### src/sv/nearest_peak_within_tolerance_macros.svh
// ----------------------------------------------------------------------------
// nearest peak within tolerance - assertion macros
// concurrent check helpers on clk_i with rst_ni as disable
// ----------------------------------------------------------------------------
`ifndef NEAREST_PEAK_WITHIN_TOLERANCE_MACROS_SVH
`define NEAREST_PEAK_WITHIN_TOLERANCE_MACROS_SVH

// same-cycle implication
`define NPWT_ASSERT_IMPL(lbl, ante, cons, msg) \
  lbl: assert property (@(posedge clk_i) disable iff (!rst_ni) (ante) |-> (cons)) \
    else $error(msg);

// next-cycle implication
`define NPWT_ASSERT_NEXT(lbl, ante, cons, msg) \
  lbl: assert property (@(posedge clk_i) disable iff (!rst_ni) (ante) |=> (cons)) \
    else $error(msg);

`endif

### src/sv/npwt_pkg.sv
// ----------------------------------------------------------------------------
// npwt_pkg
// shared types and constants of the nearest peak lookup
// ----------------------------------------------------------------------------
package npwt_pkg;

  localparam int MZ_W      = 32;
  localparam int REQ_W     = 2;
  localparam int IDX_OUT_W = 10;

  localparam logic [MZ_W-1:0] TOL_RESET = 32'd20972;

  typedef enum logic [REQ_W-1:0] {
    REQ_CLEAR  = 2'd0,
    REQ_APPEND = 2'd1,
    REQ_QUERY  = 2'd2
  } req_e;

endpackage

### src/sv/npwt_cmp.sv
// ----------------------------------------------------------------------------
// npwt_cmp
// shared compare unit: unsigned less-than and absolute difference
// ----------------------------------------------------------------------------
module npwt_cmp (
  input  logic [npwt_pkg::MZ_W-1:0] a_i,
  input  logic [npwt_pkg::MZ_W-1:0] b_i,
  output logic                      lt_o,
  output logic [npwt_pkg::MZ_W-1:0] diff_o
);

  import npwt_pkg::*;

  assign lt_o   = a_i < b_i;
  assign diff_o = lt_o ? (b_i - a_i) : (a_i - b_i);

endmodule

### config.mk
export PLATFORM = sky130hd
export DESIGN_NAME = npwt_cmp
export DESIGN_NICKNAME = d
export VERILOG_FILES = /design/src/sv/nearest_peak_within_tolerance_macros.svh /design/src/sv/npwt_pkg.sv /design/src/sv/npwt_cmp.sv
export SDC_FILE = /design/constraint.sdc
export NUM_CORES = 1
export LEC_CHECK = 0
export BUFFER_PORTS_ARGS = -buffer_cell sky130_fd_sc_hd__buf_2
export CAP_MARGIN = 30
export CORE_MARGIN = 2
export CORE_UTILIZATION = 55
export DETAILED_ROUTE_END_ITERATION = 6
export PLACE_DENSITY = 0.8
export RECOVER_POWER = 50
export SYNTH_ARGS = -nofsm -noshare
export SYNTH_HDL_FRONTEND = slang
export SYNTH_SLANG_ARGS = --single-unit
### constraint.sdc
create_clock -name vclk -period 4.8
set_input_delay 0.48 -clock vclk [all_inputs]
set_output_delay 0.48 -clock vclk [all_outputs]
set_load 0.03 [all_outputs]
==> flow_summary.toml <==
[drt]
dr.first_iter.drc_count = 245
routedWlPerCell_um = 15.2
drt_first_pass_iters = 5
ant_nets = 0
drc = 0
wl_um = 10300
vias = 4058
viasPerCell = 5.98

[pwr]
irDropWorstVdd_v = 0.000118
intPower_uw = 242
leakage_nw = 2.10
share_seq_of_total_power_pct = 0
p_switching_uw = 494
combPwrFrac_pct = 100.0
powerDensity_nw_per_um2 = 188
power_frac_clock_pct = 0
switching_share_pct = 67.2

[worst_setup_path]
cp-end-kind = "primary output"
cpMostUsedCell = "a21oi_1"
cp.arrival_ns = 3.56
cp_max_fo = 30
critPathKind = "primary input to primary output"
crit_chain = "buf_2 -> inv_1 -> ha_1 -> a21oi_1 -> o21ai_2 -> a21oi_1 -> o311a_1 -> nand2_2 -> clkbuf_2 -> nor4b_1 -> a21oi_1 -> xor2_1 -> clkbuf_1"
critPathLaunchType = "primary input"
cp_slowest_cell = "a21oi_1"
slowest_delay_ns = 0.46
required_ns = 4.32

[yosys]
synth_cells = 531
synth_seq_area_share_pct = 0
syn-num-nets = 662
syn_area_um2 = 3480
syn_avg_cell_area_um2 = 6.56
synth_top_area_share_pct = 23.3
synth_warnings = 0
synth.distinct_cells = 55
synth_top_area_cell = "ha_1"
synthTopCellsByArea = "ha_1, a21oi_1, inv_1, o21ai_0, a21o_1"

[placed_design]
hpwl_um = 8750
post_dp_cell_area_um2 = 3930
pre_cts_ws_ns = 0.995
port_buffers = 97
gp_congestion = 1.02

[layout]
post_route_cells_drive_above_1_share_pct = 16.7
layout_common_cells = "buf_2, a21oi_1, inv_1, ha_1, nand2_1"
numSequentialCells = 0
fin_nets = 737
seq_area_um2 = 0
final_common_cell = "buf_2"
diodes = 0
clock_buffers = 0
synthToLayoutAreaGrowth_pct = 12.3
final_core_util_pct = 65.0
fin_area_um2 = 3910
fillers = 624

[timing]
fmax_ghz = 0.247
whs_ns = 1.40
rsz0062_at_grt = "false"
tightest_slew_ns = 0.690
drv_slew = 0
timing.final.crit_share_pct = 84.2
hold_viol = 0
setup_violations = 0
slew_headroom_pct = 54.0
tns_ns = 0
setup_ws_ns = 0.759
fin_crit_ns = 4.04

[global_routing]
gr-total-overflow = 0
grt_pass1_wl_um = 16700
grt_pass1_vias = 3778
grt_max_degree = 31
track_usage_pct = 27.5
antenna_found_initial = 0

[clocking]
postCtsResizedCells = 0
holdBufCountCts = 0
cts_setup_buffers = 0

[floorplanning]
initial_utilization_pct = 57.8
coreArea_um2 = 6030
boundaryPins = 97
num_rows = 28
die_x_um = 83.6
fp.dieH_um = 83.6
dieArea_um2 = 6990

[run]
max_cap_violations = 0

[outcome]
status = "finished clean"

[worst_hold_path]
hold_class = "primary input to primary output"
[worst paths after layout]
check / start / end / slack, ns / depth (start not counted)
min: b_i[0] / diff_o[0] / 1.40 / 4
max: a_i[19] / diff_o[18] / 0.76 / 13
[layer usage]
| metal | vias to the layer above | wire, µm | track usage [%] |
|---|---|---|---|
| met3 | 18 | 568 | 0.495 |
| li1 | 2006 | - | - |
| met4 | 0 | 181 | 4.69 |
| met2 | 152 | 5250 | 53.9 |
| met1 | 1882 | 4340 | 33.5 |
| met5 | - | 0 | 0 |
[power by group through the flow]
| stage | Clock [mW] | Sequential, mW | Combinational, mW |
|---|---|---|---|
| floorplan | 0 | 0 | 0.547 |
| global placement | 0 | 0 | 0.727 |
| detailed placement | 0 | 0 | 0.734 |
| CTS | 0 | 0 | 0.738 |
| global route | 0 | 0 | 0.791 |
| finish | 0 | 0 | 0.736 |
[cell usage after synthesis, types with 3 or more instances]
| cell | count |
|---|---|
| inv_1 | 71 |
| o211ai_1 | 6 |
| nand4_1 | 13 |
| a21o_1 | 23 |
| o21ai_2 | 3 |
| a211oi_1 | 10 |
| buf_2 | 11 |
| a21oi_1 | 76 |
| buf_4 | 9 |
| ha_1 | 65 |
| nand3_1 | 9 |
| xnor2_1 | 16 |
| o21bai_1 | 7 |
| nor2_1 | 32 |
| a31oi_1 | 4 |
| o21ai_1 | 10 |
| nor3_1 | 7 |
| xor2_1 | 14 |
| nand2_1 | 40 |
| mux2i_1 | 8 |
| o22ai_1 | 4 |
| nor2b_1 | 7 |
| and2_1 | 3 |
| o21ai_0 | 36 |
| nand2b_1 | 6 |
| clkbuf_1 | 6 |
[worst max-delay path, delay by kind of cell]
family	cells	cell delay, ns
adders and majority gates	1	0.42
buffers and inverters	4	0.89
AOI/OAI and AO/OA	5	1.12
xor gates and xnor gates	1	0.17
and+or+nand+nor	2	0.48
[layout make-up]
class	count	area [µm²]	share of cell area, %
inverter	72	270	6.91
multi-input combinational	433	3070	78.4
tap	75	93.8	2.40
timing repair buffer	99	480	12.3
[cells by family after synthesis]
| group | share of synthesized area, % |
|---|---|
| AOI/OAI and AO/OA | 34.3 |
| and+or+nand+nor | 19.1 |
| buffers and inverters | 11.9 |
| adders and majority gates | 24.5 |
| xor gates and xnor gates | 7.54 |
| muxes | 2.62 |
[stage by stage]
step	cells	power [mW]
global placement	679	0.727
detailed placement	679	0.734
finish	679	0.736
floorplan	531	0.547
CTS	679	0.738
global route	679	0.791
Note: power is estimated with default switching activity, not from simulation.
